===== src/sv/scd_pkg.sv =====
// scd_pkg: shared constants, types and helpers for the serial command decoder
// no dependencies; used by the interfaces and every module of the block

package scd_pkg;

  localparam int unsigned ByteW  = 8;
  localparam int unsigned CoordW = 16;
  localparam int unsigned CfgIdxW = 2;

  // parse phases
  localparam logic [2:0] PH_START = 3'd0;
  localparam logic [2:0] PH_SKIP  = 3'd1;
  localparam logic [2:0] PH_X     = 3'd2;
  localparam logic [2:0] PH_Y     = 3'd3;
  localparam logic [2:0] PH_DONE  = 3'd4;
  localparam logic [2:0] PH_OTHER = 3'd5;

  // characters
  localparam logic [ByteW-1:0] CHAR_C     = 8'h43;
  localparam logic [ByteW-1:0] CHAR_E     = 8'h45;
  localparam logic [ByteW-1:0] CHAR_R     = 8'h52;
  localparam logic [ByteW-1:0] CHAR_COLON = 8'h3A;
  localparam logic [ByteW-1:0] CHAR_MINUS = 8'h2D;
  localparam logic [ByteW-1:0] CHAR_ZERO  = 8'h30;
  localparam logic [ByteW-1:0] CHAR_NINE  = 8'h39;

  // register indexes
  localparam logic [CfgIdxW-1:0] REG_X_LO = 2'd0;
  localparam logic [CfgIdxW-1:0] REG_X_HI = 2'd1;
  localparam logic [CfgIdxW-1:0] REG_Y_LO = 2'd2;
  localparam logic [CfgIdxW-1:0] REG_Y_HI = 2'd3;

  // register reset values
  localparam logic [CoordW-1:0] X_LO_RST = 16'd2000;
  localparam logic [CoordW-1:0] X_HI_RST = 16'd15100;
  localparam logic [CoordW-1:0] Y_LO_RST = 16'd0;
  localparam logic [CoordW-1:0] Y_HI_RST = 16'hFFFF;

  typedef struct packed {
    logic [CoordW-1:0] x_lo;
    logic [CoordW-1:0] x_hi;
    logic [CoordW-1:0] y_lo;
    logic [CoordW-1:0] y_hi;
  } bounds_t;

  typedef struct packed {
    logic              enable_request;
    logic              reset_request;
    logic              coord_valid;
    logic [CoordW-1:0] x_target;
    logic [CoordW-1:0] y_target;
    logic              malformed;
  } result_t;

  function automatic logic [CoordW-1:0] clamp16(input logic [CoordW-1:0] v,
                                                input logic [CoordW-1:0] lo,
                                                input logic [CoordW-1:0] hi);
    logic [CoordW-1:0] t;
    t = (v < lo) ? lo : v;
    return (t > hi) ? hi : t;
  endfunction

endpackage


===== src/sv/scd_if.sv =====
// scd_if: valid/ready channel interfaces for command bytes, results and config writes
// depends on scd_pkg

interface scd_in_if import scd_pkg::*; ();
  logic             valid;
  logic             ready;
  logic [ByteW-1:0] cmd_byte;
  logic             final_byte;

  modport source (output valid, cmd_byte, final_byte, input ready);
  modport sink (input valid, cmd_byte, final_byte, output ready);
endinterface

interface scd_out_if import scd_pkg::*; ();
  logic              valid;
  logic              ready;
  logic              enable_request;
  logic              reset_request;
  logic              coord_valid;
  logic [CoordW-1:0] x_target;
  logic [CoordW-1:0] y_target;
  logic              malformed;

  modport source (output valid, enable_request, reset_request, coord_valid, x_target,
                  y_target, malformed, input ready);
  modport sink (input valid, enable_request, reset_request, coord_valid, x_target,
                y_target, malformed, output ready);
endinterface

interface scd_cfg_if import scd_pkg::*; ();
  logic               valid;
  logic               ready;
  logic [CfgIdxW-1:0] index;
  logic [CoordW-1:0]  data;

  modport source (output valid, index, data, input ready);
  modport sink (input valid, index, data, output ready);
endinterface


===== src/sv/scd_cfg_regs.sv =====
// scd_cfg_regs: clamp bound registers written through the config channel
// depends on scd_pkg

module scd_cfg_regs import scd_pkg::*; (
  input  logic               clk,
  input  logic               rst_n,
  input  logic               wr_en,
  input  logic [CfgIdxW-1:0] wr_index,
  input  logic [CoordW-1:0]  wr_data,
  output bounds_t            bounds
);

  bounds_t bounds_r;

  always_ff @(posedge clk) begin
    if (!rst_n) begin
      bounds_r.x_lo <= X_LO_RST;
      bounds_r.x_hi <= X_HI_RST;
      bounds_r.y_lo <= Y_LO_RST;
      bounds_r.y_hi <= Y_HI_RST;
    end else if (wr_en) begin
      unique case (wr_index)
        REG_X_LO: bounds_r.x_lo <= wr_data;
        REG_X_HI: bounds_r.x_hi <= wr_data;
        REG_Y_LO: bounds_r.y_lo <= wr_data;
        REG_Y_HI: bounds_r.y_hi <= wr_data;
        default: ;
      endcase
    end
  end

  assign bounds = bounds_r;

endmodule


===== src/sv/scd_parser.sv =====
// scd_parser: input register and per-byte command parse state, builds a result
// on the final byte of each command; depends on scd_pkg

module scd_parser import scd_pkg::*; (
  input  logic             clk,
  input  logic             rst_n,
  input  logic             in_valid,
  output logic             in_ready,
  input  logic [ByteW-1:0] in_byte,
  input  logic             in_final,
  input  bounds_t          bounds,
  input  logic             res_ready,
  output logic             res_load,
  output result_t          res
);

  logic             v_r;
  logic [ByteW-1:0] byte_r;
  logic             final_r;
  logic             adv;

  logic [2:0]        phase_r, phase_nxt;
  logic [ByteW-1:0]  lead_r, lead_nxt;
  logic [1:0]        len_r, len_nxt;
  logic [CoordW-1:0] x_r, x_nxt;
  logic [CoordW-1:0] y_r, y_nxt;
  logic              minus_r, minus_nxt;
  logic              started_r, started_nxt;
  logic              stopped_r, stopped_nxt;

  logic [CoordW-1:0] acc, acc_new;
  logic              is_digit, is_c, one, done;

  assign adv      = v_r && (!final_r || res_ready);
  assign in_ready = !v_r || adv;
  assign res_load = adv && final_r;

  // input register
  always_ff @(posedge clk) begin
    if (!rst_n) begin
      v_r <= 1'b0;
    end else if (in_ready) begin
      v_r <= in_valid;
    end
  end

  always_ff @(posedge clk) begin
    if (in_ready) begin
      byte_r  <= in_byte;
      final_r <= in_final;
    end
  end

  assign acc      = (phase_r == PH_X) ? x_r : y_r;
  assign is_digit = (byte_r >= CHAR_ZERO) && (byte_r <= CHAR_NINE);

  always_comb begin
    phase_nxt   = phase_r;
    lead_nxt    = lead_r;
    len_nxt     = len_r;
    x_nxt       = x_r;
    y_nxt       = y_r;
    minus_nxt   = minus_r;
    started_nxt = started_r;
    stopped_nxt = stopped_r;
    acc_new     = acc;
    unique case (phase_r) inside
      PH_START: begin
        lead_nxt  = byte_r;
        len_nxt   = 2'd1;
        phase_nxt = (byte_r == CHAR_C) ? PH_SKIP : PH_OTHER;
      end
      PH_SKIP: begin
        phase_nxt = PH_X;
      end
      PH_X, PH_Y: begin
        if (byte_r == CHAR_COLON) begin
          acc_new     = minus_r ? (~acc + 16'd1) : acc;
          minus_nxt   = 1'b0;
          started_nxt = 1'b0;
          stopped_nxt = 1'b0;
          phase_nxt   = (phase_r == PH_X) ? PH_Y : PH_DONE;
        end else begin
          if (!stopped_r) begin
            if (is_digit) begin
              // acc * 10 + digit, kept modulo 2^16
              acc_new = {acc[CoordW-4:0], 3'b000} + {acc[CoordW-2:0], 1'b0}
                      + {{(CoordW-4){1'b0}}, byte_r[3:0]};
            end else if (byte_r == CHAR_MINUS && !started_r) begin
              minus_nxt = 1'b1;
            end else begin
              stopped_nxt = 1'b1;
            end
          end
          started_nxt = 1'b1;
        end
        if (phase_r == PH_X) x_nxt = acc_new;
        else y_nxt = acc_new;
      end
      PH_OTHER: begin
        if (len_r < 2'd2) len_nxt = len_r + 2'd1;
      end
      default: ;
    endcase
  end

  // result from the updated state
  assign is_c = (lead_nxt == CHAR_C);
  assign one  = (len_nxt == 2'd1);
  assign done = is_c && (phase_nxt == PH_DONE);

  always_comb begin
    res.enable_request = one && (lead_nxt == CHAR_E);
    res.reset_request  = one && (lead_nxt == CHAR_R);
    res.coord_valid    = done;
    res.x_target       = done ? clamp16(x_nxt, bounds.x_lo, bounds.x_hi) : '0;
    res.y_target       = done ? clamp16(y_nxt, bounds.y_lo, bounds.y_hi) : '0;
    res.malformed      = is_c && !done;
  end

  always_ff @(posedge clk) begin
    if (!rst_n || res_load) begin
      phase_r   <= PH_START;
      lead_r    <= '0;
      len_r     <= '0;
      x_r       <= '0;
      y_r       <= '0;
      minus_r   <= 1'b0;
      started_r <= 1'b0;
      stopped_r <= 1'b0;
    end else if (adv) begin
      phase_r   <= phase_nxt;
      lead_r    <= lead_nxt;
      len_r     <= len_nxt;
      x_r       <= x_nxt;
      y_r       <= y_nxt;
      minus_r   <= minus_nxt;
      started_r <= started_nxt;
      stopped_r <= stopped_nxt;
    end
  end

endmodule


===== src/sv/scd_out_reg.sv =====
// scd_out_reg: result register that holds one result beat until taken
// depends on scd_pkg

module scd_out_reg import scd_pkg::*; (
  input  logic    clk,
  input  logic    rst_n,
  input  logic    load,
  input  result_t load_data,
  output logic    load_ready,
  output logic    out_valid,
  input  logic    out_ready,
  output result_t out_data
);

  logic    v_r;
  result_t data_r;

  assign load_ready = !v_r || out_ready;

  always_ff @(posedge clk) begin
    if (!rst_n) begin
      v_r <= 1'b0;
    end else if (load_ready) begin
      v_r <= load;
    end
  end

  always_ff @(posedge clk) begin
    if (load) begin
      data_r <= load_data;
    end
  end

  assign out_valid = v_r;
  assign out_data  = data_r;

endmodule


===== src/sv/serial_command_decoder_top.sv =====
// serial_command_decoder_top: framed ASCII command decoder, top level
// depends on scd_pkg, scd_if, scd_cfg_regs, scd_parser, scd_out_reg
//
//   channel   dir  payload                                          beat when
//   in_bus    in   cmd_byte[7:0], final_byte                        valid & ready
//   out_bus   out  enable/reset_request, coord_valid, x/y_target,   valid & ready
//                  malformed
//   cfg_bus   in   index[1:0], data[15:0]                           valid & ready
//
// one byte per cycle while the result register can take a final byte; a final byte's result
// is decoded out of the input register and lands in the result register when that can take it
// rst_n is synchronous: parse state clears and the bounds return to their defaults
// a stalled out_bus holds the result; bytes keep flowing until a second final byte waits

module serial_command_decoder_top import scd_pkg::*; (
  input logic           clk,
  input logic           rst_n,
  scd_in_if.sink        in_bus,
  scd_out_if.source     out_bus,
  scd_cfg_if.sink       cfg_bus
);

  bounds_t bounds;
  result_t res, out_data;
  logic    res_load, res_ready;

  assign cfg_bus.ready = 1'b1;

  scd_cfg_regs u_cfg (
    .clk      (clk),
    .rst_n    (rst_n),
    .wr_en    (cfg_bus.valid),
    .wr_index (cfg_bus.index),
    .wr_data  (cfg_bus.data),
    .bounds   (bounds)
  );

  scd_parser u_parser (
    .clk       (clk),
    .rst_n     (rst_n),
    .in_valid  (in_bus.valid),
    .in_ready  (in_bus.ready),
    .in_byte   (in_bus.cmd_byte),
    .in_final  (in_bus.final_byte),
    .bounds    (bounds),
    .res_ready (res_ready),
    .res_load  (res_load),
    .res       (res)
  );

  scd_out_reg u_out (
    .clk        (clk),
    .rst_n      (rst_n),
    .load       (res_load),
    .load_data  (res),
    .load_ready (res_ready),
    .out_valid  (out_bus.valid),
    .out_ready  (out_bus.ready),
    .out_data   (out_data)
  );

  assign out_bus.enable_request = out_data.enable_request;
  assign out_bus.reset_request  = out_data.reset_request;
  assign out_bus.coord_valid    = out_data.coord_valid;
  assign out_bus.x_target       = out_data.x_target;
  assign out_bus.y_target       = out_data.y_target;
  assign out_bus.malformed      = out_data.malformed;

endmodule

===== src/flat_wrapper.sv =====
// flat-port wrapper written by rule: the top's interface ports become plain ports
module serial_command_decoder_top_flat import scd_pkg::*;
  (clk, rst_n, in_bus_valid, in_bus_cmd_byte, in_bus_final_byte, in_bus_ready, out_bus_valid, out_bus_enable_request, out_bus_reset_request, out_bus_coord_valid, out_bus_x_target, out_bus_y_target, out_bus_malformed, out_bus_ready, cfg_bus_valid, cfg_bus_index, cfg_bus_data, cfg_bus_ready);
  scd_in_if in_bus_i ();
  scd_out_if out_bus_i ();
  scd_cfg_if cfg_bus_i ();
  input logic clk;
  input logic rst_n;
  input wire logic [$bits(in_bus_i.valid)-1:0] in_bus_valid;
  input wire logic [$bits(in_bus_i.cmd_byte)-1:0] in_bus_cmd_byte;
  input wire logic [$bits(in_bus_i.final_byte)-1:0] in_bus_final_byte;
  output wire logic [$bits(in_bus_i.ready)-1:0] in_bus_ready;
  output wire logic [$bits(out_bus_i.valid)-1:0] out_bus_valid;
  output wire logic [$bits(out_bus_i.enable_request)-1:0] out_bus_enable_request;
  output wire logic [$bits(out_bus_i.reset_request)-1:0] out_bus_reset_request;
  output wire logic [$bits(out_bus_i.coord_valid)-1:0] out_bus_coord_valid;
  output wire logic [$bits(out_bus_i.x_target)-1:0] out_bus_x_target;
  output wire logic [$bits(out_bus_i.y_target)-1:0] out_bus_y_target;
  output wire logic [$bits(out_bus_i.malformed)-1:0] out_bus_malformed;
  input wire logic [$bits(out_bus_i.ready)-1:0] out_bus_ready;
  input wire logic [$bits(cfg_bus_i.valid)-1:0] cfg_bus_valid;
  input wire logic [$bits(cfg_bus_i.index)-1:0] cfg_bus_index;
  input wire logic [$bits(cfg_bus_i.data)-1:0] cfg_bus_data;
  output wire logic [$bits(cfg_bus_i.ready)-1:0] cfg_bus_ready;
  assign in_bus_i.valid = in_bus_valid;
  assign in_bus_i.cmd_byte = in_bus_cmd_byte;
  assign in_bus_i.final_byte = in_bus_final_byte;
  assign in_bus_ready = in_bus_i.ready;
  assign out_bus_valid = out_bus_i.valid;
  assign out_bus_enable_request = out_bus_i.enable_request;
  assign out_bus_reset_request = out_bus_i.reset_request;
  assign out_bus_coord_valid = out_bus_i.coord_valid;
  assign out_bus_x_target = out_bus_i.x_target;
  assign out_bus_y_target = out_bus_i.y_target;
  assign out_bus_malformed = out_bus_i.malformed;
  assign out_bus_i.ready = out_bus_ready;
  assign cfg_bus_i.valid = cfg_bus_valid;
  assign cfg_bus_i.index = cfg_bus_index;
  assign cfg_bus_i.data = cfg_bus_data;
  assign cfg_bus_ready = cfg_bus_i.ready;
  serial_command_decoder_top u_core (.clk(clk), .rst_n(rst_n), .in_bus(in_bus_i), .out_bus(out_bus_i), .cfg_bus(cfg_bus_i));
endmodule

===== config.mk =====
export PLATFORM = sky130hd
export DESIGN_NAME = serial_command_decoder_top_flat
export DESIGN_NICKNAME = d
export VERILOG_FILES = /design/src/sv/scd_pkg.sv /design/src/sv/scd_if.sv /design/src/sv/scd_cfg_regs.sv /design/src/sv/scd_parser.sv /design/src/sv/scd_out_reg.sv /design/src/sv/serial_command_decoder_top.sv /design/src/flat_wrapper.sv
export SDC_FILE = /design/constraint.sdc
export NUM_CORES = 1
export LEC_CHECK = 0
export ABC_CLOCK_PERIOD_IN_PS = 9900
export BUFFER_PORTS_ARGS = -buffer_cell sky130_fd_sc_hd__clkbuf_2
export CAP_MARGIN = 20
export CORE_MARGIN = 2
export CORE_UTILIZATION = 62
export CTS_CLUSTER_SIZE = 40
export DETAILED_ROUTE_END_ITERATION = 8
export GPL_ROUTABILITY_DRIVEN = 1
export PLACE_DENSITY = 0.85
export SYNTH_ARGS = -nofsm -noshare
export SYNTH_HDL_FRONTEND = slang
export SYNTH_HIERARCHICAL = 1
export SYNTH_SLANG_ARGS = --single-unit

===== constraint.sdc =====
create_clock -name clk -period 9.9 [get_ports clk]
set_clock_uncertainty 0.15 [all_clocks]
set_input_delay 0.495 -clock clk [delete_from_list [all_inputs] [get_ports clk]]
set_output_delay 0.495 -clock clk [all_outputs]
set_load 0.01 [all_outputs]

# Yosys cells after proc, flatten, opt, wreduce, memory -nomap -nowiden
# Index checks and enable logic that the tools add are counted.
word_totals:
  ff_bits: 159
  input_bits: 32
  out_inout_bits: 39
  word_cells: 108
op_classes:
  n_addsub: 4
  order_cmp: 7
  n_eq_ne: 17
  muxes: 29
  n_bitwise: 1
  n_reduce_logical: 28
ops:
  columns: ["operator", "count"]
  rows:
  - ["$mux 16", 13]
  - ["$eq 8x7->1 const B", 4]
  - ["$gt 16x16->1", 2]
  - ["$lt 16x16->1", 2]
  - ["$add 16x1->16 const B", 1]
  - ["$add 16x16->16", 1]
  - ["$add 16x4->16", 1]
  - ["$eq 8x6->1 const B", 2]
  - ["$not 16->16", 1]
  - ["$reduce_and 2->1", 5]
  - ["$mux 1", 9]
  - ["$mux 3", 3]
  - ["$pmux 3 s3", 1]
  - ["$ge 8x6->1 const B", 1]
  - ["$le 8x6->1 const B", 1]
  - ["$logic_and 1x1->1", 8]
  - ["$mux 8", 1]
  - ["$eq 3x2->1 const B", 2]
  - ["$eq 3x3->1 const B", 2]
  - ["$logic_not 1->1", 6]
  - ["$reduce_and 5->1", 1]
  - ["$eq 2x1->1 const B", 2]
  - ["$eq 2x2->1 const B", 2]
  - ["$logic_or 1x1->1", 4]
  - ["other kinds (10)", 11]

# Longest topological paths before layout
# Gate-level depths: netlist (run 1).
logic_depth:
  ltp_word: 13
  mapped_depth: 38
  depth_no_buf: 33

# Hierarchy
# Netlist (run 1), hierarchy kept.
modules_own_cells:
  columns: ["module", "n_inst", "cells_each", "area_per_inst_um2", "seq_area_each_um2"]
  rows:
  - ["scd_parser", 1, 1046, 7382.1, 1251.2]
  - ["scd_cfg_regs", 1, 252, 2621.3, 1281.2]
  - ["scd_out_reg", 1, 40, 1129.8, 1101.1]
  - ["serial_command_decoder_top", 1, 2, 11.3, 0.0]

# Worst setup path after synthesis (run 1)
# Ideal clock, no wire load.
synth_path:
  kind: "reg-to-reg"
  start: "reg u_core.u_parser.phase_r[0]"
  end: "reg u_core.u_out.data_r (netlist bit u_core/u_out/out_data[21]), data pin"
  setup_ns: 0.271
  arrival_time_ns: 7.106
  required_ns: 9.479
  slack_ns: 2.373
  path_stages_with_launch: 36
  n_path_buf: 6
  period_less_slack_ns: 7.527
  cell_sequence: "dfxtp_1 > buf_4 > nor3b_2 > buf_2 > buf_2 > mux2i_1 > inv_1 > ha_1 > ha_1 > inv_1 > fa_1 > nor2b_1 > o2111a_1 > nor3_1 > o2111a_1 > o31ai_1 > o211a_1 > inv_1 > ha_1 > nand3_1 > nor3_1 > o2111ai_1 > o2bb2ai_1 > or3_4 > buf_2 > mux2_2 > ha_1 > nand4_1 > or3_1 > a2111oi_0 > o31a_1 > a21oi_1 > inv_1 > clkbuf_1 > buf_1 > a211oi_1"
synth_between:
  elab_chain_cells: 13
  elab_cells_between_ends: 27
  classes_between: "3 x add/sub; 2 x order compare; 5 x eq/ne; 13 x mux; 1 x bitwise; 3 x reduce/logical"
synth_lines:
  columns: ["item", "line", "source"]
  rows:
  - ["start, declared", "scd_parser.sv:22", "logic [2:0] phase_r, phase_nxt;"]
  - ["start signal, assigned", "scd_parser.sv:132", "phase_r <= phase_nxt;"]
  - ["$eq 3x2->1", "scd_parser.sv:54, scd_parser.sv:97", null]
  - ["$mux 16", "scd_parser.sv:54", "assign acc = (phase_r == PH_X) ? x_r : y_r;"]
  - ["$add 16x16->16", "scd_parser.sv:87", "acc_new = {acc[CoordW-4:0], 3'b000} + {acc[CoordW-2:0], 1'b0}"]
  - ["$add 16x4->16", "scd_parser.sv:88", "+ {{(CoordW-4){1'b0}}, byte_r[3:0]};"]
  - ["$mux 16", "scd_parser.sv:85", "if (is_digit) begin"]
  - ["$mux 16", "scd_parser.sv:84", "if (!stopped_r) begin"]
  - ["$mux 16", "scd_parser.sv:77", "if (byte_r == CHAR_COLON) begin"]
  - ["$mux 16", "scd_parser.sv:97", "if (phase_r == PH_X) x_nxt = acc_new;"]
  - ["$mux 16 (*)", "scd_parser.sv:67", "unique case (phase_r) inside"]
  - ["named net u_core.u_parser.x_nxt[12]", "scd_parser.sv:25", "logic [CoordW-1:0] x_r, x_nxt;"]
  - ["$lt 16x16->1", "scd_pkg.sv:59", "t = (v < lo) ? lo : v;"]
  - ["$mux 16 (*)", "scd_pkg.sv:59", null]
  - ["$gt 16x16->1", "scd_pkg.sv:60", "return (t > hi) ? hi : t;"]
  - ["$mux 16 (*)", "scd_pkg.sv:60", null]
  - ["end signal, assigned", "scd_out_reg.sv:30", "data_r <= load_data;"]
  - ["end, declared", "scd_out_reg.sv:16", "result_t data_r;"]
# Mark *: on every way through the listed nets, which the timed path passes. The rest lies on a longest branch.
# A chain may end at the register's enable or synchronous reset.

# Final worst setup path (run 1)
layout_path:
  start: "reg u_core.u_parser.phase_r[1]"
  end: "reg u_core.u_out.data_r (netlist bit u_core/u_out/out_data[26]), data pin"
# Same word-level chain as after synthesis.

==> results of run 1 <==
## logic make-up after synthesis
family,after synthesis,synth area share
flops,159,0.3260
fa+ha+maj,92,0.1046
xor+xnor,16,0.01257
buf+inv,171,0.06815
simple gates,504,0.2174
mux,101,0.09352
compound gates,296,0.1774
other cells,1,0.0003365
## per-layer routing
layer  up-vias  global-route usage  routed length (um)
met2       469              0.5274               14360
met1      4724              0.4307               13100
met3        99             0.05438                2379
met4         0              0.1375                1310
li1       4833                   -                   -
met5         -                   0                   0
## final cells by class
| class | count | area (sq um) | share of cell area |
|---|---|---|---|
| multi-input combinational | 1010 | 6764 | 0.5580 |
| sequential | 159 | 3633 | 0.2998 |
| inverter | 94 | 352.8 | 0.02911 |
| timing repair buffer | 88 | 488.0 | 0.04026 |
| tap | 229 | 286.5 | 0.02364 |
| clock inverter | 14 | 167.7 | 0.01383 |
| clock buffer | 18 | 429.2 | 0.03540 |
## worst paths after layout
path,start,to,slack (ps),depth (start not counted)
max,u_core/u_parser/phase_r[1]$_SDFFE_PP0P_,u_core/u_out/out_data[26]$_DFFE_PP_,1030,28
min,in_bus_final_byte,u_core/u_parser/final_r$_DFFE_PP_,80,1
max reg2reg,u_core/u_parser/phase_r[1]$_SDFFE_PP0P_,u_core/u_out/out_data[26]$_DFFE_PP_,1030,28
min reg2reg,u_core/u_parser/lead_r[6]$_SDFFE_PP0P_,u_core/u_parser/lead_r[6]$_SDFFE_PP0P_,310,2
## registers in the layout, indices dropped and copies added (netlist names)
name                       flops
u_core/u_parser/lead_r         8
u_core/u_parser/x_r           16
u_core/u_parser/len_r          2
u_core/u_cfg/bounds           64
u_core/u_parser/y_r           16
u_core/u_parser/stopped_r      1
u_core/u_parser/final_r        1
u_core/u_parser/byte_r         8
u_core/u_parser/minus_r        1
u_core/u_out/out_valid         1
u_core/u_parser/phase_r        3
u_core/u_parser/v_r            1
u_core/u_out/out_data         36
u_core/u_parser/started_r      1
## cells in the mapped netlist, drive strengths merged (12+ instances only)
cell,count
a21o,13
ha,90
nand3,20
nand4,13
edfxtp,45
a211oi,16
inv,94
o21a,16
dfxtp,114
buf,26
nand2,186
nor2,114
nor2b,39
a31oi,12
or3,13
mux2i,79
o21ai,60
mux2,22
o211ai,20
clkbuf,51
nor3,46
a21oi,77
## power breakdown
| group | switching, W | internal [W] |
|---|---|---|
| clock network | 0.000313 | 0.000341 |
| registers | 0.0000271 | 0.000690 |
| logic | 0.000197 | 0.000124 |
| total | 0.000537 | 0.00115 |
## cells in the final DEF (no fill, tap or decap), drive strengths merged, types with 19 or more instances in the layout
cell    instances
nor3           46
nor2b          39
a21oi          77
edfxtp         45
buf            19
mux2           22
dfxtp         114
ha             90
o21ai          60
nor2          114
o211ai         20
nand2         186
clkbuf         87
inv           102
mux2i          79
nand3          20
## through the flow
| step | cells | hold WS [ps] | total power [W] |
|---|---|---|---|
| finish | 1612 | 83.14 | 0.001692 |
| global route | 1612 | 73.15 | 0.001761 |
| CTS | 1612 | 77.56 | 0.001688 |
| detailed placement | 1580 | 299.5 | 0.001041 |
| global placement | 1580 | 294.7 | 0.001034 |
| floorplan | 1340 | 284.7 | 0.0009638 |
==> summary.md, run 1 <==
| Metric | Value |
|---|---|
| Clock buffer depth | `2` |
| Kind of launch point of the worst setup path | `flop` |
| Total nets after synthesis | `1464` |
| Die X-Extent | `138.1 um` |
| Drt pass-1 iters | `6` |
| Hold Fails Final Rpt | `0` |
| Clk Latency, worst-skew pair | `440 ps` |
| Total clock buffers created by CTS | `17` |
| Worst-path fanout max | `30` |
| Half-perimeter wire length of the detailed placement result | `23.32 mm` |
| Number of antenna violations at the first check in global routing | `0` |
| Largest delay share family, worst path | `compound AO/OA/AOI/OAI gates` |
| Share of the yosys chip area belonging to registers | `0.3260` |
| Pin count of the biggest net entering global routing | `96` |
| Slowest cell on crit path | `sky130_fd_sc_hd__dfxtp_1` |
| Power density cells | `139.6 nW/um^2` |
| Synth area leaders | `sky130_fd_sc_hd__dfxtp_1 20%, sky130_fd_sc_hd__edfxtp_1 12%, sky130_fd_sc_hd__ha_1 10%` |
| Total vias in the final route | `10130` |
| Post-Route Setup TNS | `0 ps` |
| EDFF count, synth | `45` |
| Clock input transition at the sequential cells of the worst setup and hold paths | `70 ps` |
| Top cell type's share of synthesized area | `0.2048` |
| Placeable Area | `17780 sq um` |
| Most used flip-flop cell after synthesis | `sky130_fd_sc_hd__dfxtp_1` |
| Period utilization | `0.8960` |
| Worst Path Arrival | `8930 ps` |
| Post-synthesis instance area | `11140 sq um` |
| Hold bufs inserted after CTS | `0` |
| Fillers | `1419` |
| Number of global-route vias before repair | `9633` |
| TritonCTS Sinks | `159` |
| Number of distinct library cell variants in the gate-level netlist after synthesis | `87` |
| Yosys warning count | `6` |
| Net total in the final layout | `1494` |
| Area of all placed cells without fillers | `12120 sq um` |
| Crit path time final | `8871 ps` |
| Worst max-slew margin expressed relative to the limit | `0.3721` |
| Max capacitance violation total | `0` |
| Global-route usage over all layers | `0.3247` |
| Post-DP Area | `11520 sq um` |
| Fraction of layout cells with a size suffix above 1 | `0.1193` |
| Routed length per instance | `19.33 um` |
| Wire length of the first global-routing pass | `50.11 mm` |
| DRC violation total after the first TritonRoute iteration | `942` |
| Average size of a mapped cell | `8.317 sq um` |
| Worst path buffer plus inverter count | `2` |
| Post-placement worst setup slack | `1236 ps` |
| GPL Wtd Cong | `0.9675` |
| Total number of H-tree levels | `4` |
| Category of the most critical setup path | `reg -> reg` |
| IO Pins | `71` |
| Die area | `19060 sq um` |
| Overall die height | `138.1 um` |
| Site row count | `49` |
| Area Overhead vs Synth | `8.768%` |
| Finished Core Util | `0.6818` |
| Sum of routed wire length over all layers | `31.16 mm` |
| Most numerous cell on the critical path | `sky130_fd_sc_hd__a2111oi_0` |
| Post-route ant nets | `0` |
| GR Overflow Total | `0` |
| Count of antenna diodes in the layout | `0` |
| Unrepaired setup endpoints after global routing | `false` |
| Path category of the worst min-delay check | `in -> reg` |
| WP data required | `9960 ps` |
| Clock tree from TritonCTS | `built` |
| Critical Path Sink Type | `flop` |
| Cell type with the highest aggregate area in the netlist | `sky130_fd_sc_hd__dfxtp_1` |
| Post-synthesis async set-or-reset flop share | `0` |
| Setup Viol. Count Final | `0` |
| Post-DR vias/cell | `6.281` |
| Max Fclk | `112.7 MHz` |
| Final Worst Setup Slack | `1029 ps` |
| Clock root buffer | `sky130_fd_sc_hd__clkbuf_16` |
| Flip-flop and latch count after synthesis | `159` |
| Slew of the pin with the lowest slew margin | `941.8 ps` |
| Final routed DRC violation total | `0` |
| Number of gates given a new drive strength after cts | `0` |
| Post-CTS Repair Setup Buffers | `0` |
| Total leakage power | `5.500 nW` |
| # port buffers | `69` |
| Status | `finished clean` |
| Worst supply voltage drop on vdd | `0.1477 mV` |
| Effective utilization at floorplan | `0.6268` |
| Final-report max-slew violation count | `0` |
| Delay contributed by the slowest stage of the critical path | `560 ps` |
| Gate Count Post-Synth | `1340` |
(Power assumes the default switching activity.)
==> inputs of run 2 (changes only) <==
--- a/config.mk
+++ b/config.mk
@@ -5,7 +5,7 @@
 export SDC_FILE = /design/constraint.sdc
 export NUM_CORES = 1
 export LEC_CHECK = 0
-export ABC_CLOCK_PERIOD_IN_PS = 9900
+export ABC_CLOCK_PERIOD_IN_PS = 8800
 export BUFFER_PORTS_ARGS = -buffer_cell sky130_fd_sc_hd__clkbuf_2
 export CAP_MARGIN = 20
 export CORE_MARGIN = 2
==> constraint.sdc (replaced) <==
create_clock -name clk -period 8.8 [get_ports clk]
set_clock_uncertainty 0.15 [all_clocks]
set_input_delay 0.44 -clock clk [delete_from_list [all_inputs] [get_ports clk]]
set_output_delay 0.44 -clock clk [all_outputs]
set_load 0.01 [all_outputs]
==> run 2 against run 1 <==
Sequential power up 13%. Via count up 2.1%. Maximum frequency up 7.1%. Critical endpoint unchanged. Largest cell class unchanged. Highest routed layer unchanged.
==> summary.md, run 2 (synthesis results as in run 1) <==
| Metric | Value |
|---|---|
| Clock root buffer | `sky130_fd_sc_hd__clkbuf_16` |
| Die X-Extent | `138.1 um` |
| Status | `finished clean` |
| Kind of launch point of the worst setup path | `flop` |
| GPL Wtd Cong | `0.9581` |
| Delay contributed by the slowest stage of the critical path | `550 ps` |
| Met2 GRT Util | `0.5563` |
| Worst Path Arrival | `8330 ps` |
| GR Overflow Total | `0` |
| Period utilization | `0.9410` |
| Clk Latency, worst-skew pair | `440 ps` |
| Highest-count cells in the layout ignoring fill and taps | `186 x sky130_fd_sc_hd__nand2_1, 114 x sky130_fd_sc_hd__nor2_1, 113 x sky130_fd_sc_hd__dfxtp_1` |
| WP data required | `8850 ps` |
| Post-route ant nets | `0` |
| Critical Path Sink Type | `flop` |
| # port buffers | `69` |
| Number of cells on the worst hold path | `1` |
| Routed length per instance | `20.10 um` |
| Number of antenna violations at the first check in global routing | `0` |
| Site row count | `49` |
| Fillers | `1418` |
| Post-Route Setup TNS | `0 ps` |
| Launching instance or port of the critical path | `u_core/u_parser/phase_r[1]$_SDFFE_PP0P_` |
| Number of global-route vias before repair | `9616` |
| Max FFs per register | `64` |
| Die area | `19060 sq um` |
| Worst supply voltage drop on vdd | `0.1512 mV` |
| Total vias in the final route | `10340` |
| Post-DR vias/cell | `6.396` |
| Pin count of the biggest net entering global routing | `96` |
| Largest delay share family, worst path | `compound AO/OA/AOI/OAI gates` |
| Net total in the final layout | `1499` |
| Wire length of the first global-routing pass | `50.68 mm` |
| Effective utilization at floorplan | `0.6268` |
| Worst-path fanout max | `15` |
| FF-to-FF End | `u_core/u_out/out_data[26]$_DFFE_PP_` |
| Overall die height | `138.1 um` |
| Sum of routed wire length over all layers | `32.48 mm` |
| Category of the most critical setup path | `reg -> reg` |
| Worst max-slew margin expressed relative to the limit | `0.2204` |
| Max Fclk | `120.8 MHz` |
| Clock buffer depth | `2` |
| Worst reg2reg path startpoint | `u_core/u_parser/phase_r[1]$_SDFFE_PP0P_` |
| Number of standard cells in the layout, taps in and fillers out | `1616` |
| Global-route usage over all layers | `0.3311` |
| Fraction of layout cells with a size suffix above 1 | `0.1247` |
| Placeable Area | `17780 sq um` |
| Total clock buffers created by CTS | `17` |
| Path category of the worst min-delay check | `in -> reg` |
| End of the worst hold path | `u_core/u_parser/final_r$_DFFE_PP_` |
| Most common cell after layout, fill and taps aside | `sky130_fd_sc_hd__nand2_1` |
| Count of antenna diodes in the layout | `0` |
| Total leakage power | `5.536 nW` |
| Slew of the pin with the lowest slew margin | `1163 ps` |
| Hold Fails Final Rpt | `0` |
| Crit path time final | `8281 ps` |
| Worst-case register-to-register setup slack | `520 ps` |
| Hold bufs inserted after CTS | `0` |
| Final-report max-slew violation count | `0` |
| Worst hold-check slack | `31.14 ps` |
| Area of all placed cells without fillers | `12190 sq um` |
| Worst reg2reg path depth | `28` |
| DRC violation total after the first TritonRoute iteration | `1135` |
| Half-perimeter wire length of the detailed placement result | `23.85 mm` |
| Power density cells | `158.0 nW/um^2` |
| TritonCTS Sinks | `159` |
| GRT busiest layer | `met2` |
| Drt pass-1 iters | `5` |
| GR Layer Usage met1 | `0.4344` |
| Total number of H-tree levels | `4` |
| Final routed DRC violation total | `0` |
| Launch point of the worst hold path | `in_bus_final_byte` |
| Area Overhead vs Synth | `9.386%` |
| Clock input transition at the sequential cells of the worst setup and hold paths | `70 ps` |
| Met3 demand-to-capacity share in global routing | `0.05715` |
| Max capacitance violation total | `0` |
| Clock tree from TritonCTS | `built` |
| Post-DP Area | `11550 sq um` |
| Post-CTS Repair Setup Buffers | `0` |
| IO Pins | `71` |
| Number of cells in the design after placement | `1584` |
| Setup Viol. Count Final | `0` |
| Worst path buffer plus inverter count | `2` |
| Slowest cell on crit path | `sky130_fd_sc_hd__fa_1` |
| Number of gates given a new drive strength after cts | `0` |
==> run 2: metal layers <==
metal / vias to the layer above / share of wire
li1: 4847 / -
met4: 0 / 0.028
met2: 541 / 0.48
met3: 75 / 0.089
met1: 4873 / 0.41
met5: - / 0
==> run 2: worst max-delay path by stage <==
stage | endpoint | depth (start not counted)
final | u_core/u_out/out_data[26]$_DFFE_PP_ | 28
after global routing | u_core/u_out/out_data[31]$_DFFE_PP_ | 29
after CTS | u_core/u_out/out_data[26]$_DFFE_PP_ | 28
after detailed placement | u_core/u_out/out_data[26]$_DFFE_PP_ | 28
after global placement | u_core/u_out/out_data[26]$_DFFE_PP_ | 28
after floorplan | u_core/u_out/out_data[21]$_DFFE_PP_ | 35
==> run 2: metrics by stage <==
stage               utilization  total power [W]  setup slack [ps]
floorplan                     -         0.001084              1273
finish                   0.6856         0.001926             519.2
global route             0.6856         0.001999            -35.77
global placement         0.6499         0.001166             468.1
detailed placement       0.6499         0.001174             221.0
CTS                      0.6841         0.001918             177.7
==> run 2: power by group <==
| part | internal (W) | total, W | switching, W |
|---|---|---|---|
| sequential | 0.000776 | 0.000808 | 0.0000313 |
| clock | 0.000410 | 0.000750 | 0.000339 |
| combinational | 0.000142 | 0.000369 | 0.000226 |
| total | 0.00133 | 0.00193 | 0.000597 |
==> run 2: layout make-up <==
class                           instances  area [sq um]  share of cell area
Timing Repair Buffer                   92         525.5             0.04311
Multi-Input combinational cell       1011          6783              0.5564
Sequential cell                       159          3635              0.2982
Inverter                               94         352.8             0.02894
Tap cell                              229         286.5             0.02350
Clock inverter                         12         132.6             0.01088
Clock buffer                           19         475.5             0.03900
==> inputs of run 3 (changes only) <==
--- a/config.mk
+++ b/config.mk
@@ -8,8 +8,10 @@
 export ABC_CLOCK_PERIOD_IN_PS = 8800
 export BUFFER_PORTS_ARGS = -buffer_cell sky130_fd_sc_hd__clkbuf_2
 export CAP_MARGIN = 20
+export CELL_PAD_IN_SITES_DETAIL_PLACEMENT = 2
+export CELL_PAD_IN_SITES_GLOBAL_PLACEMENT = 2
 export CORE_MARGIN = 2
-export CORE_UTILIZATION = 62
+export CORE_UTILIZATION = 38
 export CTS_CLUSTER_SIZE = 40
 export DETAILED_ROUTE_END_ITERATION = 8
 export GPL_ROUTABILITY_DRIVEN = 1
==> run 3 against run 2 <==
Clock power grew 1%. Hold slack lost 11 ps. Count of clock-buffer cells in the layout grew 5. Die area grew 61%. Largest power group unchanged. Cell area grew 2.2%. Combinational power grew 10%.
==> summary.md, run 3 (synthesis results as in run 1) <==
| Metric | Value |
|---|---|
| Total number of H-tree levels | `4` |
| TritonCTS Sinks | `159` |
| Routed length per instance | `24.93 um` |
| # port buffers | `69` |
| Net total in the final layout | `1509` |
| Crit path time final | `8291 ps` |
| Unrepaired setup endpoints after global routing | `false` |
| Most common cell after layout, fill and taps aside | `sky130_fd_sc_hd__nand2_1` |
| Clock buffer depth | `2` |
| Period utilization | `0.9421` |
| Worst supply voltage drop on vdd | `0.1771 mV` |
| Worst max-slew margin expressed relative to the limit | `0.3604` |
| Die X-Extent | `175.3 um` |
| Hold bufs inserted after CTS | `0` |
| Area Overhead vs Synth | `11.81%` |
| Number of standard cells in the layout, taps in and fillers out | `1782` |
| Number of cells in the design after placement | `1749` |
| FF-to-FF End | `u_core/u_out/out_data[16]$_DFFE_PP_` |
| Worst reg2reg path startpoint | `u_core/u_parser/phase_r[1]$_SDFFE_PP0P_` |
| Clock root buffer | `sky130_fd_sc_hd__clkbuf_16` |
| Sum of routed wire length over all layers | `44.43 mm` |
| Half-perimeter wire length of the detailed placement result | `32.29 mm` |
| Number of antenna violations at the first check in global routing | `0` |
| Slew of the pin with the lowest slew margin | `955.2 ps` |
| Wire length of the first global-routing pass | `68.25 mm` |
| Power density cells | `158.6 nW/um^2` |
| Clock tree from TritonCTS | `built` |
| Final-report max-slew violation count | `0` |
| Count of antenna diodes in the layout | `0` |
| Max Fclk | `120.6 MHz` |
| Highest-count cells in the layout ignoring fill and taps | `186 x sky130_fd_sc_hd__nand2_1, 114 x sky130_fd_sc_hd__nor2_1, 113 x sky130_fd_sc_hd__dfxtp_1` |
| Critical Path Sink Type | `flop` |
| Worst Path Arrival | `8440 ps` |
| Path category of the worst min-delay check | `in -> reg` |
| Total clock buffers created by CTS | `17` |
| DRC violation total after the first TritonRoute iteration | `637` |
| Die area | `30710 sq um` |
| Final Worst Setup Slack | `509.2 ps` |
| GPL Wtd Cong | `0.9124` |
| Worst-case register-to-register setup slack | `510 ps` |
| Kind of launch point of the worst setup path | `flop` |
| Max FFs per register | `64` |
| Global-route usage over all layers | `0.2900` |
| Post-route ant nets | `0` |
| Drt pass-1 iters | `5` |
| Setup Viol. Count Final | `0` |
| Clock input transition at the sequential cells of the worst setup and hold paths | `70 ps` |
| Post-Route Setup TNS | `0 ps` |
| GR Overflow Total | `0` |
| Fraction of layout cells with a size suffix above 1 | `0.1352` |
| Fillers | `3184` |
| Final routed DRC violation total | `0` |
| Site row count | `62` |
| IO Pins | `71` |
| Category of the most critical setup path | `reg -> reg` |
| Hold Fails Final Rpt | `0` |
| Number of global-route vias before repair | `11550` |
| Post-placement worst setup slack | `167.4 ps` |
| Post-CTS Repair Setup Buffers | `0` |
| Post-DR vias/cell | `5.952` |
| Most numerous cell on the critical path | `sky130_fd_sc_hd__a31oi_1` |
| Max capacitance violation total | `0` |
| End of the worst hold path | `u_core/u_parser/byte_r[4]$_DFFE_PP_` |
| Launch point of the worst hold path | `in_bus_cmd_byte[4]` |
| Number of cells on the worst hold path | `1` |
| Effective utilization at floorplan | `0.3872` |
| Total leakage power | `5.575 nW` |
| Delay contributed by the slowest stage of the critical path | `570 ps` |
| WP data required | `8950 ps` |
| Total vias in the final route | `10610` |
| Worst reg2reg path depth | `29` |
| Worst-path fanout max | `21` |
| Overall die height | `175.3 um` |
| Status | `finished clean` |
| Slowest cell on crit path | `sky130_fd_sc_hd__fa_1` |
| Placeable Area | `28780 sq um` |
| Worst hold-check slack | `20.29 ps` |
| Clk Latency, worst-skew pair | `450 ps` |
| Pin count of the biggest net entering global routing | `96` |
-- run 3: cell count changes in the layout (fill, tap and decap cells not counted), sizes merged --
cell,before,now
buf,23,33
clkbuf,88,93
clkinv,4,1
inv,102,100
clkinvlp,0,1
-- run 3: area by class of cell --
cell class                      count  area [sq um]  area share
Timing Repair Buffer              102         605.6     0.04860
Clock buffer                       24         511.7     0.04107
Inverter                           94         352.8     0.02832
Multi-Input combinational cell   1011          6809      0.5464
Sequential cell                   159          3635      0.2917
Tap cell                          384         480.5     0.03856
Clock inverter                      8         66.31    0.005322
-- run 3: worst max-delay path by stage --
stage,from,endpoint,slack [ps],depth (start not counted)
3_3_place_gp,u_core/u_parser/phase_r[1]$_SDFFE_PP0P_,u_core/u_out/out_data[16]$_DFFE_PP_,500,27
2_1_floorplan,u_core/u_parser/phase_r[0]$_SDFFE_PP0P_,u_core/u_out/out_data[21]$_DFFE_PP_,1270,35
3_5_place_dp,u_core/u_parser/phase_r[1]$_SDFFE_PP0P_,u_core/u_out/out_data[30]$_DFFE_PP_,170,28
5_1_grt,u_core/u_parser/phase_r[1]$_SDFFE_PP0P_,u_core/u_out/out_data[31]$_DFFE_PP_,40,28
6_report,u_core/u_parser/phase_r[1]$_SDFFE_PP0P_,u_core/u_out/out_data[16]$_DFFE_PP_,510,29
4_1_cts,u_core/u_parser/phase_r[1]$_SDFFE_PP0P_,u_core/u_out/out_data[20]$_DFFE_PP_,80,28
-- run 3: routing by layer --
| layer | routed length (um) | vias to the layer above | share of wire | GRT usage |
|---|---|---|---|---|
| met5 | 0 | - | 0 | 0 |
| met4 | 1993 | 0 | 0.045 | 0.1372 |
| met3 | 1536 | 96 | 0.035 | 0.03961 |
| met2 | 22070 | 276 | 0.50 | 0.5080 |
| met1 | 18830 | 5387 | 0.42 | 0.3505 |
| li1 | - | 4848 | - | - |
-- run 3: stage by stage --
stage / util / total power (W) / instance area, sq um
after CTS: 0.4310 / 0.001976 / 12400
after floorplan: - / 0.001084 / 11140
after global routing: 0.4330 / 0.002054 / 12460
after detailed placement: 0.4108 / 0.001212 / 11820
after global placement: 0.4108 / 0.001186 / 11820
final: 0.4330 / 0.001976 / 12460
-- run 3: timing repair --
| action | CTS | global route |
|---|---|---|
| pin swaps | 0 | 1 |
| gates cloned | 0 | 1 |
| setup endpoints to repair | 2 | 32 |
| gates resized for setup | 1 | 16 |
-- run 3: report_power, final --
group,internal [W],switching (W)
combinational,0.000149,0.000258
clock,0.000413,0.000346
sequential,0.000776,0.0000336
total,0.00134,0.000638
-- run 3: critical path: cells and delay by family, from the launching register on --
kind,cells,cell delay (ps)
flops,1,460
simple gates,9,1740
compound gates,13,3400
mux,1,450
buf+inv,2,290
fa+ha+maj,4,1650
